$ cat config.mk
export PLATFORM = sky130hd
export DESIGN_NAME = hsv_to_rgb_converter_top
export DESIGN_NICKNAME = d
export VERILOG_FILES = /design/src/hw/rtl/hsvc_pkg.sv /design/src/hw/rtl/hsvc_frac.sv /design/src/hw/rtl/hsvc_scale.sv /design/src/hw/rtl/hsv_to_rgb_converter_top.sv
export SDC_FILE = /design/constraint.sdc
export NUM_CORES = 2
export LEC_CHECK = 0
export BUFFER_PORTS_ARGS = -buffer_cell sky130_fd_sc_hd__buf_2
export CORE_ASPECT_RATIO = 1.2
export CORE_UTILIZATION = 30
export CTS_CLUSTER_SIZE = 24
export DETAILED_ROUTE_END_ITERATION = 7
export PLACE_DENSITY = 0.52
export SLEW_MARGIN = 20
export SYNTH_ARGS = -nofsm -noshare
export SYNTH_HDL_FRONTEND = slang
export SYNTH_SLANG_ARGS = --single-unit
$ cat constraint.sdc
create_clock -name clk -period 19.9 [get_ports clk]
set_input_delay 3.98 -clock clk [delete_from_list [all_inputs] [get_ports clk]]
set_output_delay 3.98 -clock clk [all_outputs]
set_load 0.005 [all_outputs]
$ cat src/hw/rtl/hsvc_pkg.sv
// Shared types, constants and helper functions for the HSV to RGB converter.
// Used by hsvc_frac, hsvc_scale and hsv_to_rgb_converter_top; no dependencies.
package hsvc_pkg;

  localparam int unsigned CHAN_W       = 16;
  localparam int unsigned SECTOR_W     = 3;
  localparam int unsigned SCALED_W     = CHAN_W + SECTOR_W;
  localparam int unsigned PROD_W       = 2 * CHAN_W;
  localparam int unsigned SECTOR_COUNT = 6;
  localparam int unsigned CFG_IDX_W    = 2;

  localparam logic [CHAN_W-1:0] UNIT_ONE  = 16'hFFFF;
  localparam logic [CHAN_W:0]   UNIT_SPAN = 17'h10000;

  localparam logic [CFG_IDX_W-1:0] REG_SATURATION = 2'd0;
  localparam logic [CFG_IDX_W-1:0] REG_BRIGHTNESS = 2'd1;

  localparam logic [CHAN_W-1:0] SATURATION_RESET = 16'hFFFF;
  localparam logic [CHAN_W-1:0] BRIGHTNESS_RESET = 16'h7FFF;

  localparam logic [SECTOR_W-1:0] SECT_RED_YELLOW    = 3'd0;
  localparam logic [SECTOR_W-1:0] SECT_YELLOW_GREEN  = 3'd1;
  localparam logic [SECTOR_W-1:0] SECT_GREEN_CYAN    = 3'd2;
  localparam logic [SECTOR_W-1:0] SECT_CYAN_BLUE     = 3'd3;
  localparam logic [SECTOR_W-1:0] SECT_BLUE_MAGENTA  = 3'd4;
  localparam logic [SECTOR_W-1:0] SECT_LAST          = 3'd5;

  typedef struct packed {
    logic                valid;
    logic [SECTOR_W-1:0] sector;
  } hsvc_tag_t;

  // Exact floor(x / 65535) for any x below 65535 * 65536, so for every product of two channel values.
  function automatic logic [CHAN_W-1:0] unit_div(input logic [PROD_W-1:0] x);
    logic [PROD_W:0] sum;
    sum = {1'b0, x} + {{(CHAN_W + 1){1'b0}}, x[PROD_W-1:CHAN_W]} + {{PROD_W{1'b0}}, 1'b1};
    return sum[PROD_W-1:CHAN_W];
  endfunction

endpackage

$ cat src/hw/rtl/hsvc_frac.sv
// Front pipeline stages: hue times six into sector and fraction, then the
// saturation-weighted fractions f*s and (1-f)*s. Depends on hsvc_pkg.
module hsvc_frac (
  input  logic                         clk,
  input  logic                         rst_n,
  input  logic                         in_valid,
  input  logic [hsvc_pkg::CHAN_W-1:0]  hue_i,
  input  logic [hsvc_pkg::CHAN_W-1:0]  sat_i,
  output hsvc_pkg::hsvc_tag_t          tag_o,
  output logic [hsvc_pkg::CHAN_W-1:0]  fs_o,
  output logic [hsvc_pkg::CHAN_W-1:0]  gs_o
);
  import hsvc_pkg::*;

  logic [SCALED_W-1:0] scaled;
  logic                valid1_r;
  logic [SECTOR_W-1:0] sector1_r;
  logic [CHAN_W-1:0]   frac1_r;
  logic [PROD_W-1:0]   fs_prod;
  logic [CHAN_W:0]     comp_f;
  logic [PROD_W-1:0]   gs_prod;
  hsvc_tag_t           tag2_r;
  logic [CHAN_W-1:0]   fs2_r;
  logic [CHAN_W-1:0]   gs2_r;

  assign scaled  = {{SECTOR_W{1'b0}}, hue_i} * SCALED_W'(SECTOR_COUNT);
  assign fs_prod = {{CHAN_W{1'b0}}, frac1_r} * {{CHAN_W{1'b0}}, sat_i};
  assign comp_f  = UNIT_SPAN - {1'b0, frac1_r};
  assign gs_prod = {{(CHAN_W - 1){1'b0}}, comp_f} * {{CHAN_W{1'b0}}, sat_i};

  always_ff @(posedge clk) begin
    if (!rst_n) begin
      valid1_r     <= 1'b0;
      tag2_r.valid <= 1'b0;
    end else begin
      valid1_r     <= in_valid;
      tag2_r.valid <= valid1_r;
    end
    sector1_r     <= scaled[SCALED_W-1:CHAN_W];
    frac1_r       <= scaled[CHAN_W-1:0];
    tag2_r.sector <= sector1_r;
    fs2_r         <= fs_prod[PROD_W-1:CHAN_W];
    gs2_r         <= gs_prod[PROD_W-1:CHAN_W];
  end

  assign tag_o = tag2_r;
  assign fs_o  = fs2_r;
  assign gs_o  = gs2_r;

`ifndef SYNTHESIS
  a_sector_range: assert property (@(posedge clk) disable iff (!rst_n)
    valid1_r |-> (sector1_r <= SECT_LAST))
    else $error("hue sector out of range");
`endif

endmodule

$ cat src/hw/rtl/hsvc_scale.sv
// Back pipeline stages: value products for p, q and t, then the exact
// division by full scale. Depends on hsvc_pkg.
module hsvc_scale (
  input  logic                         clk,
  input  logic                         rst_n,
  input  hsvc_pkg::hsvc_tag_t          tag_i,
  input  logic [hsvc_pkg::CHAN_W-1:0]  fs_i,
  input  logic [hsvc_pkg::CHAN_W-1:0]  gs_i,
  input  logic [hsvc_pkg::CHAN_W-1:0]  sat_i,
  input  logic [hsvc_pkg::CHAN_W-1:0]  bri_i,
  output hsvc_pkg::hsvc_tag_t          tag_o,
  output logic [hsvc_pkg::CHAN_W-1:0]  p_o,
  output logic [hsvc_pkg::CHAN_W-1:0]  q_o,
  output logic [hsvc_pkg::CHAN_W-1:0]  t_o
);
  import hsvc_pkg::*;

  hsvc_tag_t         tag3_r;
  logic [PROD_W-1:0] p_prod_r;
  logic [PROD_W-1:0] q_prod_r;
  logic [PROD_W-1:0] t_prod_r;
  hsvc_tag_t         tag4_r;
  logic [CHAN_W-1:0] p4_r;
  logic [CHAN_W-1:0] q4_r;
  logic [CHAN_W-1:0] t4_r;

  always_ff @(posedge clk) begin
    if (!rst_n) begin
      tag3_r.valid <= 1'b0;
      tag4_r.valid <= 1'b0;
    end else begin
      tag3_r.valid <= tag_i.valid;
      tag4_r.valid <= tag3_r.valid;
    end
    tag3_r.sector <= tag_i.sector;
    p_prod_r      <= {{CHAN_W{1'b0}}, bri_i} * {{CHAN_W{1'b0}}, UNIT_ONE - sat_i};
    q_prod_r      <= {{CHAN_W{1'b0}}, bri_i} * {{CHAN_W{1'b0}}, UNIT_ONE - fs_i};
    t_prod_r      <= {{CHAN_W{1'b0}}, bri_i} * {{CHAN_W{1'b0}}, UNIT_ONE - gs_i};
    tag4_r.sector <= tag3_r.sector;
    p4_r          <= unit_div(p_prod_r);
    q4_r          <= unit_div(q_prod_r);
    t4_r          <= unit_div(t_prod_r);
  end

  assign tag_o = tag4_r;
  assign p_o   = p4_r;
  assign q_o   = q4_r;
  assign t_o   = t4_r;

`ifndef SYNTHESIS
  a_p_bound: assert property (@(posedge clk) disable iff (!rst_n)
    tag4_r.valid |-> (p4_r <= q4_r || p4_r <= t4_r || p4_r == p4_r) && (t4_r >= p4_r))
    else $error("t fell below p");
`endif

endmodule

$ cat src/hw/rtl/hsv_to_rgb_converter_top.sv
// Top level of the HSV to RGB converter: configuration registers, pipeline
// and sector selection into the output word. Depends on hsvc_pkg, hsvc_frac, hsvc_scale.
//
// One hue word is accepted in every clock cycle in which start is high; busy is
// low whenever the block is out of reset. Each word yields one RGB word, shown for
// one cycle with out_valid, after passing through the five-stage pipeline (sector
// split, fraction products, value products, division by full scale, channel
// selection). Saturation and brightness may only be written while no word is in
// flight. The receiver cannot stall the output.
module hsv_to_rgb_converter_top #(
  parameter int unsigned COLOR_BITS = 16
) (
  input  logic                            clk,
  input  logic                            rst_n,
  input  logic                            start,
  output logic                            busy,
  input  logic [hsvc_pkg::CHAN_W-1:0]     in_hue,
  input  logic                            cfg_we,
  input  logic [hsvc_pkg::CFG_IDX_W-1:0]  cfg_index,
  input  logic [hsvc_pkg::CHAN_W-1:0]     cfg_wdata,
  output logic                            out_valid,
  output logic [hsvc_pkg::CHAN_W-1:0]     out_red,
  output logic [hsvc_pkg::CHAN_W-1:0]     out_green,
  output logic [hsvc_pkg::CHAN_W-1:0]     out_blue
);
  import hsvc_pkg::*;

  localparam int unsigned OUT_SHIFT = CHAN_W - COLOR_BITS;

  logic              in_fire;
  logic [CHAN_W-1:0] sat_r;
  logic [CHAN_W-1:0] bri_r;
  hsvc_tag_t         frac_tag;
  logic [CHAN_W-1:0] fs;
  logic [CHAN_W-1:0] gs;
  hsvc_tag_t         scale_tag;
  logic [CHAN_W-1:0] p_val;
  logic [CHAN_W-1:0] q_val;
  logic [CHAN_W-1:0] t_val;
  logic [CHAN_W-1:0] red;
  logic [CHAN_W-1:0] green;
  logic [CHAN_W-1:0] blue;
  logic              out_valid_r;
  logic [CHAN_W-1:0] red_r;
  logic [CHAN_W-1:0] green_r;
  logic [CHAN_W-1:0] blue_r;

  assign busy    = ~rst_n;
  assign in_fire = start & ~busy;

  always_ff @(posedge clk) begin
    if (!rst_n) begin
      sat_r <= SATURATION_RESET;
      bri_r <= BRIGHTNESS_RESET;
    end else if (cfg_we) begin
      if (cfg_index == REG_SATURATION) begin
        sat_r <= cfg_wdata;
      end
      if (cfg_index == REG_BRIGHTNESS) begin
        bri_r <= cfg_wdata;
      end
    end
  end

  hsvc_frac u_frac (
    .clk      (clk),
    .rst_n    (rst_n),
    .in_valid (in_fire),
    .hue_i    (in_hue),
    .sat_i    (sat_r),
    .tag_o    (frac_tag),
    .fs_o     (fs),
    .gs_o     (gs)
  );

  hsvc_scale u_scale (
    .clk   (clk),
    .rst_n (rst_n),
    .tag_i (frac_tag),
    .fs_i  (fs),
    .gs_i  (gs),
    .sat_i (sat_r),
    .bri_i (bri_r),
    .tag_o (scale_tag),
    .p_o   (p_val),
    .q_o   (q_val),
    .t_o   (t_val)
  );

  always_comb begin
    unique case (scale_tag.sector)
      SECT_RED_YELLOW: begin
        red = bri_r; green = t_val; blue = p_val;
      end
      SECT_YELLOW_GREEN: begin
        red = q_val; green = bri_r; blue = p_val;
      end
      SECT_GREEN_CYAN: begin
        red = p_val; green = bri_r; blue = t_val;
      end
      SECT_CYAN_BLUE: begin
        red = p_val; green = q_val; blue = bri_r;
      end
      SECT_BLUE_MAGENTA: begin
        red = t_val; green = p_val; blue = bri_r;
      end
      default: begin
        red = bri_r; green = p_val; blue = q_val;
      end
    endcase
  end

  always_ff @(posedge clk) begin
    if (!rst_n) begin
      out_valid_r <= 1'b0;
    end else begin
      out_valid_r <= scale_tag.valid;
    end
    red_r   <= red >> OUT_SHIFT;
    green_r <= green >> OUT_SHIFT;
    blue_r  <= blue >> OUT_SHIFT;
  end

  assign out_valid = out_valid_r;
  assign out_red   = red_r;
  assign out_green = green_r;
  assign out_blue  = blue_r;

`ifndef SYNTHESIS
  a_word_out: assert property (@(posedge clk) disable iff (!rst_n)
    in_fire |-> ##5 out_valid)
    else $error("accepted word did not come out after five cycles");
  a_word_in: assert property (@(posedge clk) disable iff (!rst_n)
    out_valid |-> $past(in_fire, 5))
    else $error("output word without a matching input word");
  a_ready: assert property (@(posedge clk)
    rst_n |-> !busy)
    else $error("busy raised out of reset");
`endif

endmodule
### After elaboration in Yosys (flattened, before gate mapping)

Index checks and enable logic that the tools add are counted.

| word-level totals | value |
|---|---|
| register bits | 288 |
| bits of input ports | 38 |
| output and inout port bits | 50 |
| logic and storage cells | 57 |

| operators by class | value |
|---|---|
| $add $sub $neg | 10 |
| multiply operators | 6 |
| equality and inequality tests | 5 |
| muxes and demuxes | 3 |
| bitwise gates (word level) | 2 |
| reductions and logical operators | 8 |

Operators with widths:

| cell | count |
|---|---|
| $pmux 16 s3 | 3 |
| $add 32x1->32 const B | 3 |
| $add 32x16->32 | 3 |
| $mul 16x16->32 | 3 |
| $sub 16x16->16 const A | 3 |
| $mul 17x16->32 | 1 |
| $mul 15x16->31 | 1 |
| $mul 16x2->18 const B | 1 |
| $sub 17x16->17 const A | 1 |
| $reduce_or 2->1 | 4 |
| $eq 3x2->1 const B | 2 |
| $reduce_and 2->1 | 2 |
| $eq 3x1->1 const B | 1 |
| $eq 3x3->1 const B | 1 |
| $logic_not 3->1 | 1 |
| $eq 2x1->1 const B | 1 |
| $logic_not 2->1 | 1 |
| $and 1x1->1 | 1 |
| $not 1->1 | 1 |

### Depth between registers and ports, before layout

| depth | value |
|---|---|
| word-level depth | 3 |
| gate-level depth with buffers | 30 |

### By module

A second synthesis with hierarchy kept.

| unflattened totals | value |
|---|---|
| cells, all modules | 5724 |
| area, all modules | 52515.4 µm² |

Modules (own cells, without submodules):

| module | times used | cells each | area an instance (µm²) | sequential area each (µm²) |
|---|---|---|---|---|
| hsvc_scale | 1 | 3341 | 31276.2 | 3042.9 |
| hsvc_frac | 1 | 1968 | 17559.3 | 1101.1 |
| hsv_to_rgb_converter_top | 1 | 415 | 3679.8 | 1621.6 |

### Worst setup path before layout

OpenSTA, ideal clock, no wires.

| path | value |
|---|---|
| path type | in2out |
| start | input port rst_n |
| end | output port busy |
| arrival time | 4.268 ns |
| required time | 15.920 ns |
| setup slack | 11.652 ns |
| stages | 2 |
| buffers on the path | 1 |
| path through | clkbuf_1 inv_1 |

| on the way | value |
|---|---|
| word-level cells in the longest chain between the ends | 1 |

Ends and longest elaborated chain:

| element | RTL line | RTL |
|---|---|---|
| from (decl) | hsv_to_rgb_converter_top.sv:14 | `input logic rst_n,` |
| $not 1->1 | hsv_to_rgb_converter_top.sv:48 | `assign busy = ~rst_n;` |
| to (decl) | hsv_to_rgb_converter_top.sv:16 | `output logic busy,` |

Every way passes these cells.

### Worst setup path in the final report

Ends and elaborated chain as after synthesis.

==> results.ini <==
[place]
gp_congestion = 0.846
portBuffers = 87
hpwlAfterDp_um = 107000

[global_routing]
overflow = 0
antenna_found_initial = 9
grt_max_degree = 55
grt_pass1_vias = 39734
grt_pass1_wl_um = 224000
grtUsageTotal_pct = 16.3

[clock_network]
cts.sinks = 288
clk_latency_ps = 620
cts_hold_buffers = 0
cts_tree = done
cts_buffer_depth = 3
clkTransAtPathRegs_ps = 60
cts-resized-gates = 0
post-cts-setup-buffers = 0
h-tree-depth = 2
cts_root_buffer = clkbuf_16
cts_buffers = 39

[sta]
drv_slew = 0
finalCriticalPeriod_ps = 8710
setup_viol = 0
max_freq_mhz = 115
tightestPinTransition_ps = 1080
slew_headroom_pct = 27.8
fin_crit_sh_pct = 43.8
tns_ps = 0
grt_setup_unrepaired = false
finClkSkew_ps = 54.5
hold_viol_final = 0

[critical_path]
cp.arrival_ps = 4730
r2r_start = u_frac.frac1_r[3]
r2r-end = u_frac.gs_o[15]
r2r_cells = 26
crit_type = primary input to output pin
endpoint_kind = output pin
crit_required_ps = 15920
cp_max_fo = 37
rrSetupSlack_ps = 11620
cp-start-kind = primary input

[worst_hold_path]
holdCritStartpoint = u_frac.sector1_r[0]
hold_path_end = u_frac.tag_o[0]
hold_class = flip-flop to flip-flop
whs_path_depth = 0

[floorplan]
dieArea_sq_um = 175000
ioPinCount = 88
die_h_um = 458
start_util_pct = 30.2
die_w_um = 382
num_rows = 167
coreArea_sq_um = 172000

[synthesis]
ys_seq_area_share_pct = 11.1
synth-main-ff-cell = dfxtp_1
syn_area_sq_um = 52100
yosysWarnings = 0
synth_cells = 5733
synth_top_area_share_pct = 36.7
yosys_register_bits = 288
synth_area_leaders = fa_1, ha_1, dfxtp_1
synth_nets = 7289
synth-edff-count = 0
synth-async-reset-ratio_pct = 0
avgSynthCellArea_sq_um = 9.08
ys_types = 74
yosysTopAreaCell = fa_1

[route]
vias_per_cell = 4.65
vias = 36999
antenna_left = 0
dr.first_iter.drc_count = 1933
drc = 0
first_pass_iters = 6
routed_wl_um = 140000
routedWlPerCell_um = 17.6

[job]
drv_cap = 0

[final_layout]
nNetsFinal = 7194
seq_area_sq_um = 5800
area_growth_pct = 7.83
drive_above_1_share_pct = 4.71
multi_input_area_sq_um = 40800
fillCellCount = 17983

[outcome]
status = complete, no violations

## placed cells by master (no fill, tap or decap), types with 17 or more instances in the layout
| cell | netlist | layout |
|---|---|---|
| a21oi_1 | 115 | 115 |
| inv_1 | 1192 | 1192 |
| xnor2_1 | 124 | 120 |
| mux2i_1 | 17 | 17 |
| nand2_1 | 425 | 425 |
| o21ai_0 | 61 | 61 |
| dfxtp_1 | 288 | 258 |
| fa_1 | 954 | 954 |
| a21o_1 | 62 | 62 |
| nor2_1 | 130 | 130 |
| and2_1 | 214 | 214 |
| and3_1 | 26 | 26 |
| nand3_1 | 80 | 80 |
| nand2b_1 | 526 | 526 |
| buf_4 | 0 | 57 |
| o22ai_1 | 53 | 53 |
| buf_2 | 2 | 87 |
| nor3_1 | 33 | 33 |
| xor2_1 | 52 | 52 |
| nor2b_1 | 269 | 269 |
| clkbuf_16 | 0 | 39 |
| dfxtp_2 | 0 | 30 |
| o21a_1 | 26 | 26 |
| o31ai_1 | 21 | 21 |
| ha_1 | 564 | 564 |
| a211oi_1 | 36 | 36 |
## how the worst max path moves through the flow
stage / from / endpoint / slack [ps] / cells after the start
after floorplan: rst_n / busy / 11650 / 2
after global placement: rst_n / busy / 11120 / 4
after detailed placement: rst_n / busy / 11170 / 4
after CTS: rst_n / busy / 11160 / 4
after global routing: rst_n / busy / 11080 / 4
final: rst_n / busy / 11190 / 4
## state kept, by name, indices dropped and copies added, names as in the netlist, 15 cells and up
| register | flops |
|---|---|
| u_frac.gs_o | 16 |
| out_blue | 16 |
| u_scale.t_prod_r | 32 |
| u_scale.t_o | 16 |
| bri_r | 16 |
| u_frac.fs_o | 16 |
| sat_r | 16 |
| out_red | 16 |
| u_scale.q_o | 16 |
| u_frac.frac1_r | 15 |
| u_scale.p_o | 16 |
| out_green | 16 |
| u_scale.p_prod_r | 32 |
| u_scale.q_prod_r | 32 |
## metrics by stage
step                setup WS (ps)  instances  hold WS, ps  utilization (%)  cell area (sq um)
global placement            11120       7878          318             31.8              54800
CTS                         11160       7944          300             32.6              56100
floorplan                   11650       5733          310                -              52100
finish                      11190       7951          301             32.6              56100
global route                11080       7945          308             32.6              56100
detailed placement          11170       7878          329             31.8              54800
## metal layers
metal | track usage [%] | part of all wire, % | wire length [um]
met1 | 22.0 | 45 | 63800
met3 | 2.04 | 4.7 | 6640
met2 | 27.7 | 48 | 66800
met5 | 0 | 0 | 0
met4 | 3.74 | 2.2 | 3020
## kinds of logic (layout without fill, tap and decap cells)
logic type | count (synthesis) | in the layout | share of synthesized area (%)
AOI/OAI and AO/OA | 479 | 479 | 6.08
muxes | 17 | 17 | 0.327
and+or+nand+nor | 1781 | 1781 | 18.6
buffers and inverters | 1473 | 1403 | 10.6
DFF | 288 | 288 | 11.1
adders and majority gates | 1518 | 1518 | 50.2
other | 0 | 7 | 0
xor gates and xnor gates | 177 | 177 | 3.01
## cell type report
| class | instances | share of cell area (%) |
|---|---|---|
| inverters | 1193 | 7.98 |
| clock buffers | 53 | 2.03 |
| well taps | 2281 | 5.08 |
| flip-flops and latches | 288 | 10.3 |
| diodes | 7 | 0.0312 |
| repair buffers | 144 | 1.54 |
| multi-input cells | 3972 | 72.7 |
| clock inverters | 13 | 0.354 |
## synthesized netlist by cell type, drive strengths merged, types with 3 or more instances
cell type,instances
a2111oi,7
a211o,9
a211oi,37
a21boi,4
a21o,62
a21oi,115
a221oi,13
a31o,3
a31oi,10
and2,214
and3,26
and4,7
buf,11
clkbuf,269
dfxtp,288
fa,954
ha,564
inv,1192
mux2i,17
nand2,426
nand2b,526
nand3,80
nand3b,3
nand4,14
nor2,130
nor2b,269
nor3,34
nor3b,4
nor4,12
nor4b,3
o2111ai,5
o211ai,9
o21a,26
o21ai,68
o21bai,10
o22a,5
o22ai,53
o311ai,4
o31ai,22
or2,13
or3,12
or4,4
xnor2,125
xor2,52
## critical path, cell delays in order
cell	delay, ps
buf_2	70
buf_4	350
inv_1	110
buf_2	150
Power is not shown: default switching activity piles up to over one toggle a cycle in this logic, so the estimate is an artifact.
